### config.mk
export PLATFORM = sky130hd
export DESIGN_NAME = rrr_div
export DESIGN_NICKNAME = d
export VERILOG_FILES = /design/src/rrr_pkg.sv /design/src/rrr_div.sv
export SDC_FILE = /design/constraint.sdc
export NUM_CORES = 2
export LEC_CHECK = 0
export BUFFER_PORTS_ARGS = -buffer_cell sky130_fd_sc_hd__buf_2
export CAP_MARGIN = 20
export CORE_MARGIN = 5
export CORE_UTILIZATION = 55
export DETAILED_ROUTE_END_ITERATION = 8
export PLACE_DENSITY = 0.83
export REMOVE_ABC_BUFFERS = 1
export SYNTH_ARGS = -nofsm -noshare
export SYNTH_HDL_FRONTEND = slang
export SYNTH_SLANG_ARGS = --single-unit
### constraint.sdc
create_clock -name clk_i -period 4.2 [get_ports clk_i]
set_clock_uncertainty 0.2 [all_clocks]
set_input_delay 1.05 -clock clk_i [delete_from_list [all_inputs] [get_ports clk_i]]
set_output_delay 1.05 -clock clk_i [all_outputs]
set_load 0.02 [all_outputs]
### src/rrr_pkg.sv
// shared constants and types for the ray reflect/refract pipeline
package rrr_pkg;

  // wide signed datapath width and product saturation level (2^46)
  localparam int unsigned QW = 48;
  localparam int unsigned RW = 49;
  localparam logic [46:0] SAT_MAG = 47'h4000_0000_0000;

  localparam int unsigned MUL_LAT = 3;

  localparam logic [1:0] MODE_REFLECT = 2'd0;
  localparam logic [1:0] MODE_REFRACT = 2'd1;

  localparam logic [1:0] OUT_FORWARD = 2'd0;
  localparam logic [1:0] OUT_BACK    = 2'd1;
  localparam logic [1:0] OUT_TIR     = 2'd2;

  localparam logic [1:0] ST_TRANSMIT = 2'd0;
  localparam logic [1:0] ST_SPECULAR = 2'd1;
  localparam logic [1:0] ST_UNCLASS  = 2'd2;
  localparam logic [1:0] ST_TIR      = 2'd3;

  typedef struct packed {
    logic       valid;
    logic [1:0] mode;
  } ctl_t;

endpackage

### src/rrr_div.sv
// pipelined restoring divider for the index ratio, one quotient bit a stage
module rrr_div #(
  parameter int unsigned IW   = 16,
  parameter int unsigned FRAC = 14
) (
  input  logic          clk_i,
  input  logic [IW-1:0] num_i,
  input  logic [IW-1:0] den_i,
  output logic [46:0]   nn_o
);
  import rrr_pkg::*;

  localparam int unsigned XW = IW + FRAC + 1;

  logic [XW-1:0] x_q   [XW+1];
  logic [XW-1:0] q_q   [XW+1];
  logic [IW-1:0] rem_q [XW+1];
  logic [IW-1:0] den_q [XW+1];
  logic [46:0]   nn_q;
  logic [63:0]   qx;

  // dividend with half divisor added for round half up
  always_ff @(posedge clk_i) begin
    x_q[0]   <= XW'({num_i, {FRAC{1'b0}}}) + XW'(den_i >> 1);
    q_q[0]   <= '0;
    rem_q[0] <= '0;
    den_q[0] <= den_i;
  end

  for (genvar s = 0; s < XW; s++) begin : g_stage
    logic [IW:0] trial;
    logic        ge;
    assign trial = {rem_q[s], x_q[s][XW-1]};
    assign ge    = trial >= {1'b0, den_q[s]};
    always_ff @(posedge clk_i) begin
      rem_q[s+1] <= ge ? IW'(trial - {1'b0, den_q[s]}) : trial[IW-1:0];
      x_q[s+1]   <= x_q[s] << 1;
      q_q[s+1]   <= {q_q[s][XW-2:0], ge};
      den_q[s+1] <= den_q[s];
    end
  end

  assign qx = 64'(q_q[XW]);

  always_ff @(posedge clk_i) begin
    nn_q <= ((den_q[XW] == '0) || (qx > 64'(SAT_MAG))) ? SAT_MAG : qx[46:0];
  end

  assign nn_o = nn_q;

endmodule

==> flow_metrics.py <==
metrics = {
    "logic_synthesis": {
        "synthTopCellsByArea": "dfxtp_1 (54%), ha_1 (9.8%), mux2_2 (5.8%)",
        "ys_warn_count": 0,
        "yosysTopAreaCell": "dfxtp_1",
        "ys_seq_elements": 1673,
        "synth_edf_count": 0,
        "synth_top_area_frac": 0.540,
        "synth_ff_type": "dfxtp_1",
        "syn_inst": 5648,
        "ys_top_cells_by_count": "dfxtp_1 (1,673), inv_1 (575), ha_1 (484)",
        "async_flop_share": 0,
        "post_synth.cell_area_avg_um2": 11.0,
        "yosysMostFrequentCell": "dfxtp_1",
        "synth_area_um2": 62100,
        "yosysUniqueCellTypes": 76,
        "ys_seq_area_frac": 0.540,
    },
    "timing": {
        "post-route-period-util": 0.840,
        "finalSetupViolations": 0,
        "slew_violations": 0,
        "relSlewSlack": 0.307,
        "whs_ns": 0.108,
        "tns_ns": 0,
        "finalHoldViolCount": 0,
        "tightest_slew_ns": 1.04,
        "clock.fmax_mhz": 284,
        "timing.final.ws_setup_ns": 0.674,
        "rsz0062_at_grt": "no",
        "period_needed_ns": 3.53,
    },
    "setup_path": {
        "r2r_cells": 11,
        "critical_path_class": "reg -> reg",
        "cpMaxStageDelayCell": "a41oi_2",
        "startpoint_type": "flip-flop",
        "cp_max_fo": 14,
        "critPathRequiredTime_ns": 4.60,
        "arrival_ns": 3.93,
        "path_cells": "inv_1, ha_1, nor2b_1, o21ai_0, nand2b_1, a21o_1, a21oi_1, o21a_1, o21ai_1, a41oi_2, mux2_2",
        "crit_path_end_kind": "flip-flop",
        "slowest_delay_ns": 0.77,
    },
    "final_layout": {
        "fillers": 8448,
        "fin_util": 0.622,
        "area_growth_pct": 12.5,
        "antenna_cells": 0,
        "multi_input_area_um2": 26000,
        "drive_gt1_frac": 0.130,
        "stdcell_count": 7453,
        "regArea_um2": 33500,
        "fin_nets": 6366,
    },
    "detailed_routing": {
        "vias_per_cell": 5.30,
        "num_vias": 39535,
        "drt_wl_total_um": 121000,
        "drc": 0,
        "ant_nets": 0,
        "wl_per_cell_um": 16.2,
        "drt-pass1-iter-count": 8,
        "first_iter_violations": 2320,
    },
    "grt": {
        "gr-total-overflow": 0,
        "grt_pass1_vias": 40312,
        "grt_antenna_before_repair": 3,
        "grt_start_max_net_pins": 33,
        "track_usage": 0.200,
        "grt_pass1_wl_um": 200000,
    },
    "die": {
        "die_width_um": 346,
        "placeableCoreArea_um2": 112000,
        "io_pins": 80,
        "rows": 123,
        "die_h_um": 346,
        "dieArea_um2": 120000,
        "initial_core_util": 0.553,
    },
    "status": {
        "status": "finished clean",
    },
    "min_path": {
        "hold_class": "reg -> reg",
        "holdPathStages": 0,
    },
    "clock_network": {
        "cts_sinks": 1673,
        "cts_buffers": 161,
        "hold_buffers": 0,
        "clock_latency_ns": 0.77,
        "cts_root_buf": "clkbuf_16",
        "cts.path.max_buffers": 3,
        "post_cts_buffers": 0,
        "cts_tree": "built",
        "htreeDepth": 4,
        "clk_pin_slew_ns": 0.06,
        "cts.repair.resized": 0,
    },
    "power": {
        "p_leak_nw": 32.2,
        "power.density_nw_per_um2": 764,
        "peakVddDrop_uv": 445,
    },
    "placement": {
        "numPlacedInstances": 7157,
        "pre_cts_ws_ns": 0.756,
        "dp.final_hpwl_um": 86800,
        "place_congestion": 0.890,
        "numPortBuffers": 64,
    },
    "flow_run": {
        "maxCapViolations": 0,
    },
}
==> per-stage QoR <==
step | total power [mW] | instance area [µm²]
finish | 53.4 | 69800
global route | 56.5 | 69800
detailed placement | 38.1 | 64100
global placement | 37.7 | 64100
CTS | 53.6 | 69800
floorplan | 34.3 | 61600
==> registers in the layout, indices dropped and copies added (netlist names) <==
signal / count
q_q: 496
x_q: 153
den_q: 512
rem_q: 480
nn_o: 32
==> metal layers <==
metal | GRT usage | vias up | part of all wire
li1 | - | 19666 | -
met1 | 0.240 | 18644 | 0.42
met2 | 0.356 | 885 | 0.50
met3 | 0.0308 | 340 | 0.039
met4 | 0.0837 | 0 | 0.041
met5 | 0 | - | 0
==> kinds of logic after synthesis <==
| kind of cell | count (synthesis) | share of synthesized area |
|---|---|---|
| adder cells (fa/ha/maj) | 513 | 0.107 |
| multiplexers | 380 | 0.0684 |
| XOR/XNOR | 356 | 0.0502 |
| other | 1 | 0.0000604 |
| AO/OA/AOI/OAI | 1011 | 0.110 |
| flip-flops | 1673 | 0.540 |
| AND/OR/NAND/NOR | 1036 | 0.0823 |
| buffers and inverters | 678 | 0.0426 |
==> cells in the final DEF (no fill, tap or decap), drive strengths merged, types with 27 or more instances in the layout <==
master  netlist  final
dfxtp      1673   1673
inv         575    585
ha          484    484
mux2        330    330
nor2        272    272
a21oi       262    262
nand2       210    210
xnor2       209    209
clkbuf       61    202
a21o        192    192
o21ai       181    181
xor2        147    147
nor2b        97     97
buf          41     97
o21a         94     94
nand3        89     89
nand4        81     81
nor3         81     81
clkinv        1     52
mux2i        50     50
a31oi        50     50
and2         46     46
nor4         42     42
a41oi        34     34
nand2b       31     31
or3          31     31
fa           29     29
o21bai       29     29
a211oi       29     29
a31o         27     27
and3         27     27
==> power breakdown <==
| group | switching [mW] | internal, mW | total (mW) |
|---|---|---|---|
| sequential | 1.68 | 19.2 | 20.9 |
| clock | 6.24 | 8.81 | 15.0 |
| combinational | 8.94 | 8.50 | 17.4 |
==> critical path, delay by kind of cell, from the launching register on <==
kind	cells	cell delay [ns]
simple gates	2	0.25
compound gates	6	1.76
mux	1	0.41
buf+inv	1	0.06
flops	1	0.38
fa+ha+maj	1	0.29
==> final timing paths <==
check | startpoint | to | slack, ns
worst max-delay path | den_q[0][65] | rem_q[0][89] | 0.67
worst min-delay path | q_q[0][440] | q_q[0][472] | 0.11
worst max register to register | den_q[0][65] | rem_q[0][89] | 0.67
worst min register to register | q_q[0][440] | q_q[0][472] | 0.11
==> cell type report <==
| type | count | share of cell area |
|---|---|---|
| tap | 1500 | 0.0269 |
| timing repair buffer | 97 | 0.00814 |
| inverter | 576 | 0.0310 |
| clock buffer | 202 | 0.0629 |
| multi-input combinational | 3311 | 0.372 |
| clock inverter | 94 | 0.0190 |
| sequential | 1673 | 0.480 |
(Power assumes the default switching activity.)
