<file path="config.mk">
export PLATFORM = sky130hd
export DESIGN_NAME = rrr_mulq
export DESIGN_NICKNAME = d
export VERILOG_FILES = /design/src/rrr_pkg.sv /design/src/rrr_mulq.sv
export SDC_FILE = /design/constraint.sdc
export NUM_CORES = 1
export LEC_CHECK = 0
export ABC_AREA = 1
export BUFFER_PORTS_ARGS = -buffer_cell sky130_fd_sc_hd__buf_2
export CORE_ASPECT_RATIO = 1.1
export CORE_MARGIN = 3
export CORE_UTILIZATION = 50
export CTS_CLUSTER_DIAMETER = 150
export CTS_CLUSTER_SIZE = 8
export DETAILED_ROUTE_END_ITERATION = 12
export PLACE_DENSITY = 0.72
export REMOVE_ABC_BUFFERS = 1
export SETUP_SLACK_MARGIN = 0.5
export SLEW_MARGIN = 20
export SYNTH_ARGS = -nofsm -noshare
export SYNTH_HDL_FRONTEND = slang
export SYNTH_SLANG_ARGS = --single-unit
</file>
<file path="constraint.sdc">
create_clock -name clk_i -period 7.6 [get_ports clk_i]
set_input_delay 0.76 -clock clk_i [delete_from_list [all_inputs] [get_ports clk_i]]
set_output_delay 0.76 -clock clk_i [all_outputs]
set_load 0.02 [all_outputs]
</file>
<file path="src/rrr_pkg.sv">
// shared constants and types for the ray reflect/refract pipeline
package rrr_pkg;

  // wide signed datapath width and product saturation level (2^46)
  localparam int unsigned QW = 48;
  localparam int unsigned RW = 49;
  localparam logic [46:0] SAT_MAG = 47'h4000_0000_0000;

  localparam int unsigned MUL_LAT = 3;

  localparam logic [1:0] MODE_REFLECT = 2'd0;
  localparam logic [1:0] MODE_REFRACT = 2'd1;

  localparam logic [1:0] OUT_FORWARD = 2'd0;
  localparam logic [1:0] OUT_BACK    = 2'd1;
  localparam logic [1:0] OUT_TIR     = 2'd2;

  localparam logic [1:0] ST_TRANSMIT = 2'd0;
  localparam logic [1:0] ST_SPECULAR = 2'd1;
  localparam logic [1:0] ST_UNCLASS  = 2'd2;
  localparam logic [1:0] ST_TIR      = 2'd3;

  typedef struct packed {
    logic       valid;
    logic [1:0] mode;
  } ctl_t;

endpackage

</file>
<file path="src/rrr_mulq.sv">
// three-stage signed fixed-point multiplier with rounding and saturation
module rrr_mulq #(
  parameter int unsigned AW   = 16,
  parameter int unsigned BW   = 16,
  parameter int unsigned FRAC = 14
) (
  input  logic                        clk_i,
  input  logic signed [AW-1:0]        a_i,
  input  logic signed [BW-1:0]        b_i,
  output logic signed [rrr_pkg::QW-1:0] p_o
);
  import rrr_pkg::*;

  localparam int unsigned AL = AW / 2;
  localparam int unsigned AH = AW - AL;
  localparam int unsigned BL = BW / 2;
  localparam int unsigned BH = BW - BL;
  localparam int unsigned PW = AW + BW;
  localparam int unsigned CW = PW + 49;

  logic [AW-1:0] ma;
  logic [BW-1:0] mb;
  logic [AL+BL-1:0] ll_q;
  logic [AL+BH-1:0] lh_q;
  logic [AH+BL-1:0] hl_q;
  logic [AH+BH-1:0] hh_q;
  logic neg1_q, neg2_q;
  logic [PW-1:0] prod_d, prod_q;
  logic [PW:0] rnd;
  logic [CW-1:0] shx;
  logic [46:0] mag;
  logic signed [QW-1:0] p_d, p_q;

  assign ma = a_i[AW-1] ? AW'(-a_i) : AW'(a_i);
  assign mb = b_i[BW-1] ? BW'(-b_i) : BW'(b_i);

  // partial products
  always_ff @(posedge clk_i) begin
    neg1_q <= a_i[AW-1] ^ b_i[BW-1];
    ll_q   <= ma[AL-1:0] * mb[BL-1:0];
    lh_q   <= ma[AL-1:0] * mb[BW-1:BL];
    hl_q   <= ma[AW-1:AL] * mb[BL-1:0];
    hh_q   <= ma[AW-1:AL] * mb[BW-1:BL];
  end

  assign prod_d = PW'(ll_q) + (PW'(lh_q) << BL) + (PW'(hl_q) << AL)
                + (PW'(hh_q) << (AL + BL));

  always_ff @(posedge clk_i) begin
    neg2_q <= neg1_q;
    prod_q <= prod_d;
  end

  // round half away from zero, saturate magnitude
  assign rnd = {1'b0, prod_q} + ((PW+1)'(1) << (FRAC - 1));
  assign shx = CW'(rnd >> FRAC);
  assign mag = (shx > CW'(SAT_MAG)) ? SAT_MAG : shx[46:0];
  assign p_d = neg2_q ? -$signed({1'b0, mag}) : $signed({1'b0, mag});

  always_ff @(posedge clk_i) begin
    p_q <= p_d;
  end

  assign p_o = p_q;

endmodule

</file>
==> results.yml <==
logic_synthesis:
  synth_area_leaders: "fa_1 (23%), dfxtp_1 (17%), ha_1 (15%), nand2_1 (9.5%), inv_1 (9.2%)"
  synth_simple_gate_area_share_pct: 23.1
  synth_top_area_share_pct: 23.1
  syn-cell-area_um2: 13700
  synth_compound_area_share_pct: 6.71
  synth-async-reset-ratio_pct: 0
  syn_avg_cell_area_um2: 7.65
  synth-edff-count: 0
  synthCells: 1791
  synth_fa_ha_area_share_pct: 37.8
  ys_seq_elements: 113
  synth_top_family_by_area: "adder cells"
  yosysWarnings: 0
  synth_ff_type: "dfxtp_1"
  synthXorXnorAreaFrac_pct: 4.91
  ys_types: 47
  yosysSeqAreaShare_pct: 16.5
  synth_top_area_cell: "fa_1"
  synth_mux_area_share_pct: 0
clock_network:
  tritoncts: "done"
  clk_pin_slew_ns: 0.06
  h-tree-depth: 4
  hold_buffers: 0
  clock_latency_ns: 0.41
  cts_buffer_depth: 2
  cts_setup_buffers: 0
  cts_buffers: 17
  ctsResizeCount: 0
  numClockSinks: 113
  cts_root_buf: "clkbuf_16"
final_layout:
  n_antenna_cell: 0
  finalNetCount: 2218
  drive_gt1_share_pct: 9.79
  fin_area_um2: 15100
  finalNonFillerCells: 2231
  most-common-layout-cells: "nand2_1 (345), inv_1 (334), nor2_1 (245)"
  area_growth_pct: 9.98
  layout_commonest_cell: "nand2_1"
detailed_routing:
  wl_per_cell_um: 15.0
  num_vias: 11500
  via_per_inst: 5.17
  drt.antenna.violating_nets: 0
  drt-total-wl_um: 33600
  drt_iter0_markers: 678
  drc_errors: 0
  dr.pass1.iters: 5
flow_run:
  drv_cap: 0
die:
  core-area_um2: 26500
  fp.dieH_um: 180
  start_util_pct: 51.6
  dieArea_um2: 29400
  rows: 62
  io_pins: 81
  die_w_um: 164
grt:
  grt_pass1_vias: 11700
  gr-usage-all-layers_pct: 23.7
  grt_use_met1_pct: 29.6
  antenna_found_initial: 0
  use_met2_pct: 40.7
  grt.met3_usage_pct: 2.97
  grt_pass1_wl_um: 56500
  grt_max_degree: 21
  grt-busiest-layer: "met2"
  overflow: 0
timing:
  clock_skew_ns: 0.00864
  setup_violations: 0
  rsz0062_at_grt: "false"
  final_hold_viol_count: 0
  drv_slew: 0
  period_share_pct: 82.4
  tightestPinTransition_ns: 0.781
  fmax_mhz: 160
  fin_crit_ns: 6.26
  maxSlewHeadroom_pct: 47.9
  setup_tns_ns: 0
placement:
  routabilityCongestion: 0.957
  io_buffers: 80
  place_area_um2: 14400
  dp.cells: 2199
  dp_hpwl_um: 28300
worst_setup_path:
  setup.worst_path.start_class: "primary input"
  reg2reg_depth: 10
  required_ns: 7.89
  cp_data_arrival_time_ns: 6.56
  end_kind: "flop"
  criticalPathCategory: "primary input to flop"
  path_max_fanout: 15
power:
  ir_worst_vdd_uv: 248
  p_leak_nw: 8.38
  power.density_nw_per_um2: 372
run_status:
  outcome: "completed"
min_path:
  holdPathStages: 0
  hp-class: "flop to flop"
## Yosys cell counts (2+ instances only)
| library cell | count |
|---|---|
| a21boi_0 | 4 |
| a21o_1 | 9 |
| a21oi_1 | 54 |
| a221oi_1 | 2 |
| a31oi_1 | 8 |
| buf_2 | 4 |
| buf_4 | 13 |
| clkbuf_1 | 15 |
| clkinv_1 | 7 |
| dfxtp_1 | 113 |
| fa_1 | 158 |
| ha_1 | 161 |
| inv_1 | 334 |
| inv_2 | 11 |
| nand2_1 | 345 |
| nand2_2 | 15 |
| nand2_4 | 3 |
| nand3_1 | 75 |
| nand3_2 | 3 |
| nand3b_1 | 8 |
| nand4_1 | 10 |
| nor2_1 | 245 |
| nor2_2 | 5 |
| nor2_4 | 5 |
| nor3_1 | 10 |
| nor3_2 | 5 |
| nor4_1 | 3 |
| o2111ai_1 | 2 |
| o21ai_0 | 52 |
| o21ai_1 | 4 |
| o21ai_2 | 5 |
| o21bai_1 | 9 |
| o31ai_1 | 2 |
| or2_2 | 5 |
| or3_1 | 2 |
| xnor2_1 | 25 |
| xor2_1 | 50 |
## worst max-delay path: stages
cell and delay, ns:
buf_2 0.13, inv_1 0.41, ha_1 0.29, nand3_1 0.14, nor3_2 0.20, nand2_1 0.13, o21ai_2 0.21, xor2_2 0.42
inv_2 0.20, nor2_1 0.16, fa_1 0.45, fa_1 0.48, fa_1 0.55, inv_1 0.06, fa_1 0.53, inv_1 0.04
ha_1 0.37, nand2_1 0.12, nor4_1 0.21, nor2_1 0.10, o21ai_0 0.32, a21oi_1 0.14, xnor2_1 0.15
## area by class of cell
class                      count  area, um2
clock buffer                  19        443
tap                          352        440
timing repair buffer          88        460
multi-input combinational   1293       9930
fill                        2517      11500
sequential                   113       2260
clock inverter                13        198
inverter                     353       1330
## flip-flops by register name (all words and copies together), names as in the netlist
register and count:
p_o 36, prod_q 19, hh_q 16, hl_q 16
lh_q 16, ll_q 8, neg1_q 1, neg2_q 1
## per-stage QoR
stage | worst slack, ns | power [mW] | util [%] | hold WS [ns]
floorplan | 1.91 | 3.83 | - | 0.310
finish | 1.34 | 5.61 | 56.8 | 0.325
CTS | 1.44 | 5.61 | 56.8 | 0.327
global route | 0.949 | 6.21 | 56.8 | 0.331
global placement | 1.21 | 4.65 | 54.4 | 0.315
detailed placement | 1.02 | 4.72 | 54.4 | 0.315
## power breakdown
group | total, mW | switching [mW] | internal [mW]
clock network | 0.852 | 0.288 | 0.564
registers | 1.03 | 0.160 | 0.874
logic | 3.72 | 2.32 | 1.40
total | 5.61 | 2.77 | 2.84
## layer usage
metal	up-vias	wire, um
met1	5364	14100
met3	89	1820
li1	5656	-
met2	422	16100
met5	-	0
met4	0	1470
## final timing paths
path / start / endpoint / slack, ns
setup / recovery: b_i[0] / lh_q[13] / 1.34
hold / removal: neg1_q / neg2_q / 0.33
setup reg to reg: ll_q[11] / prod_q[26] / 4.95
hold reg to reg: neg1_q / neg2_q / 0.33
## kinds of logic after synthesis
kind of cell	after synthesis
XOR/XNOR	76
adder cells (fa/ha/maj)	319
AO/OA/AOI/OAI	156
buffers and inverters	385
flip-flops	113
AND/OR/NAND/NOR	742
Note: power is estimated with default switching activity, not from simulation.
