## src/rrr_sqrt.sv

```systemverilog
// pipelined digit-by-digit integer square root, one root bit a stage
module rrr_sqrt #(
  parameter int unsigned FRAC = 14
) (
  input  logic              clk_i,
  input  logic [FRAC+3:0]   u_i,
  output logic [FRAC+1:0]   root_o
);

  localparam int unsigned R  = FRAC + 2;
  localparam int unsigned EW = R + 3;

  logic [2*R-1:0] x_q    [R+1];
  logic [EW-1:0]  rem_q  [R+1];
  logic [R-1:0]   root_q [R+1];

  assign x_q[0]    = {u_i, {FRAC{1'b0}}};
  assign rem_q[0]  = '0;
  assign root_q[0] = '0;

  for (genvar s = 0; s < R; s++) begin : g_stage
    logic [EW-1:0] cur;
    logic [EW-1:0] trial;
    logic          ge;
    assign cur   = {rem_q[s][R:0], x_q[s][2*R-1:2*R-2]};
    assign trial = EW'({root_q[s], 2'b01});
    assign ge    = cur >= trial;
    always_ff @(posedge clk_i) begin
      rem_q[s+1]  <= ge ? (cur - trial) : cur;
      root_q[s+1] <= {root_q[s][R-2:0], ge};
      x_q[s+1]    <= x_q[s] << 2;
    end
  end

  assign root_o = root_q[R];

endmodule

```

## config.mk

```make
export PLATFORM = sky130hd
export DESIGN_NAME = rrr_sqrt
export DESIGN_NICKNAME = d
export VERILOG_FILES = /design/src/rrr_sqrt.sv
export SDC_FILE = /design/constraint.sdc
export NUM_CORES = 1
export LEC_CHECK = 0
export ABC_CLOCK_PERIOD_IN_PS = 2700
export BUFFER_PORTS_ARGS = -buffer_cell sky130_fd_sc_hd__buf_2
export CORE_MARGIN = 2
export CORE_UTILIZATION = 55
export CTS_CLUSTER_DIAMETER = 40
export DETAILED_ROUTE_END_ITERATION = 10
export PLACE_DENSITY_LB_ADDON = 0.1
export SLEW_MARGIN = 20
export SYNTH_ARGS = -nofsm -noshare
export SYNTH_HDL_FRONTEND = slang
export SYNTH_SLANG_ARGS = --single-unit
```

## constraint.sdc

```tcl
create_clock -name clk_i -period 2.7 [get_ports clk_i]
set_clock_uncertainty 0.05 [all_clocks]
set_input_delay 0.135 -clock clk_i [delete_from_list [all_inputs] [get_ports clk_i]]
set_output_delay 0.135 -clock clk_i [all_outputs]
set_load 0.02 [all_outputs]
```

==> flow_summary.ini, run 1 <==
[route]
final_antenna_net_count = 0
drc_errors = 0
routed_wl_um = 33400
vias = 12700
dr.pass1.iters = 5
drt_iter0_markers = 724
viasPerCell = 5.27
wl_per_cell_um = 13.9

[clock_network]
cts-root-buf = clkbuf_16
cts_buffer_depth = 3
clk_pin_slew_ns = 0.06
cts_tree = yes
cts_buffers = 53
htreeDepth = 2
clkSinkCount = 439
clock_latency_ns = 0.57

[logic_synthesis]
synth_flop_cell = dfxtp_1
ys_ff_latch = 439
synth_edf_count = 0
avgSynthCellArea_um2 = 9.90
syn_nets = 1972
synth_top_area_share_pct = 49.1
yosys_warnings = 0
syn_area_mm2 = 0.0179
async_flop_share_pct = 0
syn_inst = 1808
synth_top_cells_by_area = dfxtp_1 49%, ha_1 9.7%, xor2_1 3.9%
synthDistinctLibCells = 73
synth_top_area_cell = dfxtp_1
synth-seq-area-share_pct = 49.1

[finish]
finalCoreUtilization_pct = 64.8
synthToLayoutAreaGrowth_pct = 16.9
n_antenna_cell = 0
finalInstanceArea_mm2 = 0.0209
multi_input_area_mm2 = 0.00848
num-fill-cells = 2631
regArea_mm2 = 0.00879
final_nets = 2087
drive_above_1_share_pct = 11.9

[setup_path]
r2r_start = g_stage[14].cur[2]$_SDFF_PP0_
r2r_cells = 8
crit_path_max_fanout = 5
critPathRequiredTime_ns = 3.14
rrSetupSlack_ns = 0.10
end_kind = flip-flop
startpoint_type = flip-flop
r2r_end = g_stage[15].cur[18]$_DFF_P_
crit_arrival_ns = 3.04
setup.worst_path.class = reg2reg

[power_and_ir_drop]
p_leak_nw = 9.82
irDropWorstVdd_uv = 604
p_per_area_mw_per_mm2 = 988
finalPower_mw = 20.7

[sta]
tns_ns = 0
worstMarginPinSlew_ns = 0.642
setup_viol = 0
period_share_pct = 96.2
drv_slew = 0
fin_crit_ns = 2.60
hold_violations = 0
relSlewSlack_pct = 56.1
fmax_ghz = 0.385
final.setup.worst_slack_ns = 0.103

[floorplanning]
fp.dieArea_mm2 = 0.0340
start_util_pct = 55.4
boundaryPins = 35
core_mm2 = 0.0323
die_y_um = 184
rows = 66
die_x_um = 184

[placement]
place_ws_ns = -0.101
portBuffers = 34
dp_hpwl_um = 24200
gp_congestion = 0.898
place_area_mm2 = 0.0188

[worst_hold_path]
hold-path-cell-count = 2
min_to = x_q[498]$_DFF_P_
hold_path.startpoint = u_i[2]
hold_path_class = in2reg

[global_route]
top_usage_layer = met2
met2_usage_pct = 33.2
grt_usage_pct = 19.9
grt_use_met1_pct = 25.8
grt_pass1_vias = 12000
grt_max_degree = 27
grt_use_met3_pct = 3.52
grt.overflow.total = 0
antenna_found_initial = 0
grt_pass1_wl_um = 55400

[outcome]
outcome = completed

[job]
max_cap_violations = 0
registers in the layout, indices dropped and copies added (netlist names):
register	flops
g_stage.cur	247
x_q	56
g_stage.trial	120
root_o	16
metal layers:
metal,routed length (um),share of wire [%],vias up
met5,0,0,-
met4,741,2.2,0
met3,1360,4.1,57
met2,15800,47,226
met1,15600,47,5875
li1,-,-,6525
placed cells by master, fill, tap and decap left out, types with 24 or more instances in the layout:
cell type	instances
dfxtp_1	439
inv_1	172
ha_1	139
nor2_1	116
nand2_1	105
a21oi_1	103
o21ai_0	103
xor2_1	79
xnor2_1	72
clkbuf_16	53
nor3_1	43
mux2_2	37
buf_2	34
a21o_1	31
buf_4	31
nor4_1	28
nand3_1	28
o21a_1	24
critical path, cell delays in order (launching register included):
cell and delay (ns):
dfxtp_1 0.36, ha_1 0.28, fa_1 0.46, a211oi_2 0.29, o211ai_1 0.22, a41oi_2 0.29
o21ai_0 0.15, a211o_1 0.31, mux2i_1 0.12
worst max-delay path by stage:
stage	endpoint	cells past startpoint	slack, ns	startpoint
final	g_stage[15].cur[18]$_DFF_P_	8	0.10	g_stage[14].cur[2]$_SDFF_PP0_
after global placement	g_stage[15].cur[18]$_DFF_P_	9	-0.01	g_stage[14].trial[3]$_DFF_P_
after floorplan	g_stage[10].cur[10]$_DFF_P_	8	0.01	g_stage[9].trial[3]$_DFF_P_
after detailed placement	g_stage[15].cur[18]$_DFF_P_	8	-0.10	g_stage[14].cur[2]$_SDFF_PP0_
after CTS	g_stage[6].cur[8]$_DFF_P_	7	0.04	g_stage[5].cur[10]$_DFF_P_
after global routing	g_stage[11].cur[14]$_DFF_P_	8	-0.04	g_stage[10].cur[2]$_SDFF_PP0_
synth_stat cells, types with 19 or more instances:
library cell and n:
ha_1 139, xnor2_1 72, o21ai_0 106, o21a_1 24
nor3_1 44, clkbuf_1 19, a21o_1 31, nor4_1 28
a211oi_1 19, inv_1 172, nand2_1 105, nor2_1 116
dfxtp_1 439, nand3_1 28, xor2_1 79, a21oi_1 103
mux2_2 37
power by group:
| part | switching [mW] | internal (mW) | total [mW] |
|---|---|---|---|
| Clock | 2.71 | 4.46 | 7.17 |
| Combinational | 2.42 | 2.25 | 4.68 |
| Sequential | 0.959 | 7.87 | 8.83 |
cell type report:
class                           count  share of cell area (%)
Sequential cell                   439                    42.0
Multi-Input combinational cell   1169                    40.5
Tap cell                          442                    2.64
Inverter                          174                    3.12
Clock inverter                     30                    1.85
Timing Repair Buffer               86                    3.02
Clock buffer                       65                    6.84
kinds of logic after synthesis:
| family | count (synthesis) | synth area share [%] |
|---|---|---|
| buf+inv | 200 | 4.27 |
| simple gates | 450 | 12.8 |
| flops | 439 | 49.1 |
| compound gates | 381 | 13.5 |
| mux | 41 | 2.55 |
| other cells | 1 | 0.0209 |
| fa+ha+maj | 145 | 10.4 |
| xor+xnor | 151 | 7.39 |
through the flow:
| step | hold slack, ns | instances |
|---|---|---|
| 6_report | 0.144 | 2405 |
| 5_1_grt | 0.125 | 2405 |
| 4_1_cts | 0.105 | 2405 |
| 3_5_place_dp | 0.189 | 2291 |
| 3_3_place_gp | 0.187 | 2291 |
| 2_1_floorplan | 0.113 | 1808 |
timing repair:
action	in CTS	in global routing
buffers inserted	0	0
endpoints found under the hold margin	19	0
gates resized for setup	3	22
hold buffers	19	0
endpoints found under the setup margin	9	46
pin swaps	0	1
Power figures use the tool's default switching activity.
==> inputs of run 2 (changes only) <==
--- a/config.mk
+++ b/config.mk
@@ -5,6 +5,7 @@
 export SDC_FILE = /design/constraint.sdc
 export NUM_CORES = 1
 export LEC_CHECK = 0
+export ABC_AREA = 1
 export ABC_CLOCK_PERIOD_IN_PS = 2700
 export BUFFER_PORTS_ARGS = -buffer_cell sky130_fd_sc_hd__buf_2
 export CORE_MARGIN = 2
==> flow_summary.ini, run 2 <==
[outcome]
outcome = completed

[clock_network]
clk_pin_slew_ns = 0.06
cts_buffers = 57
htreeDepth = 2
postCtsSetupBuffers = 0
clock_latency_ns = 0.60
cts_tree = yes
cts_buffer_depth = 3
clkSinkCount = 439
cts_resized = 0
cts-root-buf = clkbuf_16

[sta]
tns_ns = 0
fmax_ghz = 0.435
period_share_pct = 85.2
rsz0062_at_grt = no
worstMarginPinSlew_ns = 0.643
holdWs_ns = 0.113
setup_viol = 0
drv_slew = 0
relSlewSlack_pct = 57.1
hold_violations = 0
fin_crit_ns = 2.30

[job]
max_cap_violations = 0

[placement]
portBuffers = 34
dp_hpwl_um = 37500
dp.cells = 3442
gp_congestion = 0.963
place_area_mm2 = 0.0216

[finish]
finalNonFillerCells = 3567
final_common_cell = nand2_1
finalInstanceArea_mm2 = 0.0238
final_cell_mix = 933 x nand2_1, 513 x inv_1, 439 x dfxtp_1, 249 x nand3_1, 193 x nor2_1
n_antenna_cell = 0
final_nets = 3173
drive_above_1_share_pct = 6.35
synthToLayoutAreaGrowth_pct = 14.1
largest_reg_flops = 247

[floorplanning]
die_y_um = 199
fp.dieArea_mm2 = 0.0395
rows = 71
core_mm2 = 0.0375
die_x_um = 199
boundaryPins = 35
start_util_pct = 55.7

[logic_synthesis]
synth_top_cells_by_area = dfxtp_1 42%, nand2_1 17%, inv_1 9.2%
avgSynthCellArea_um2 = 7.17
synth_top_cells_by_count = 933 x nand2_1, 513 x inv_1, 439 x dfxtp_1
synth_flop_cell = dfxtp_1
syn_area_mm2 = 0.0209
synth_top_area_share_pct = 42.1
async_flop_share_pct = 0
syn_nets = 3074
yosysMostFrequentCell = nand2_1
ys_ff_latch = 439
synthDistinctLibCells = 41
synth_top_area_cell = dfxtp_1
synth-seq-area-share_pct = 42.1
yosys_warnings = 0
synth_edf_count = 0
syn_inst = 2910

[power_and_ir_drop]
cellInternalPower_mw = 15.3
pwr-share-seq_pct = 37.8
sw_frac_of_total_pct = 36.6
p_leak_nw = 13.3
finalPower_mw = 24.2
p_per_area_mw_per_mm2 = 1020
irDropWorstVdd_uv = 677
power.switching_mw = 8.86
p_comb_share_pct = 30.1
p_clk_share_pct = 32.2

[route]
wl_per_cell_um = 13.5
final_antenna_net_count = 0
dr.pass1.iters = 6
viasPerCell = 4.93
drt_iter0_markers = 977
drc_errors = 0
routed_wl_um = 48100
vias = 17600

[global_route]
grt_pass1_vias = 17100
grt_usage_pct = 25.1
grt_pass1_wl_um = 80000
grt_max_degree = 20
antenna_found_initial = 0
grt.overflow.total = 0

[setup_path]
rrSetupSlack_ns = 0.40
end_kind = flip-flop
startpoint_type = flip-flop
r2r_start = g_stage[4].trial[4]$_DFF_P_
crit_arrival_ns = 2.73
cp-startpoint = g_stage[4].trial[4]$_DFF_P_
crit_path_max_fanout = 16
setup.worst_path.class = reg2reg
critPathRequiredTime_ns = 3.14

[worst_hold_path]
hold_path_class = in2reg
hold_path.startpoint = u_i[10]
run 2: cell count changes in the layout (fill, tap and decap cells not counted), moves of 39 or more:
| cell | before | now |
|---|---|---|
| xnor2_1 | 72 | 21 |
| nor2_1 | 116 | 193 |
| nand4_1 | 12 | 51 |
| nand2_1 | 105 | 933 |
| inv_1 | 172 | 513 |
| o21ai_0 | 103 | 54 |
| nand3_1 | 28 | 249 |
run 2: through the flow:
stage          setup slack (ns)  util, %
2_1_floorplan             0.906        -
3_5_place_dp              0.401     57.6
6_report                  0.401     63.5
5_1_grt                   0.152     63.5
3_3_place_gp              0.328     57.6
4_1_cts                   0.378     63.5
run 2: power groups by stage:
stage               sequential (mW)  combinational, mW  clock, mW
floorplan                      8.80               5.62          0
global placement               9.27               7.10          0
detailed placement             9.26               7.19          0
CTS                            9.14               7.28       7.96
global route                   9.29               8.44       8.24
finish                         9.13               7.28       7.78
run 2: logic make-up after synthesis:
group           synth area share [%]
simple gates                    30.9
buf+inv                         10.1
flops                           42.1
compound gates                  4.46
fa+ha+maj                       8.91
xor+xnor                        3.52
other cells                   0.0180
run 2: layout make-up:
type	count	area, um2
Fill cell	3500	13700
Multi-Input combinational cell	1930	9970
Sequential cell	439	8790
Inverter	516	1940
Clock buffer	68	1570
Tap cell	511	639
Clock inverter	38	463
Timing Repair Buffer	65	450
run 2: worst paths after layout:
kind / to / cells after the start
setup / recovery: g_stage[5].cur[14]$_DFF_P_ / 10
hold / removal: x_q[506]$_DFF_P_ / 2
setup reg to reg: g_stage[5].cur[14]$_DFF_P_ / 10
hold reg to reg: x_q[377]$_DFF_P_ / 0
run 2: worst max-delay path, stage by stage (launching register included):
cell,delay [ns]
dfxtp_1,0.38
inv_1,0.06
ha_1,0.34
a21oi_1,0.24
nor2_1,0.07
nor2_1,0.20
nand3b_1,0.19
nor2_4,0.31
inv_2,0.14
nand2_1,0.14
inv_1,0.06
run 2: layer usage:
metal | vias up | track usage, % | wire, um
met2 | 344 | 45.9 | 23700
met4 | 0 | 10.6 | 1630
met3 | 102 | 3.48 | 1910
li1 | 9247 | - | -
met1 | 7889 | 29.4 | 20900
met5 | - | 0 | 0
run 2: repair_timing:
action	CTS	global route
endpoints found under the hold margin	19	0
endpoints found under the setup margin	0	0
hold buffers	19	0
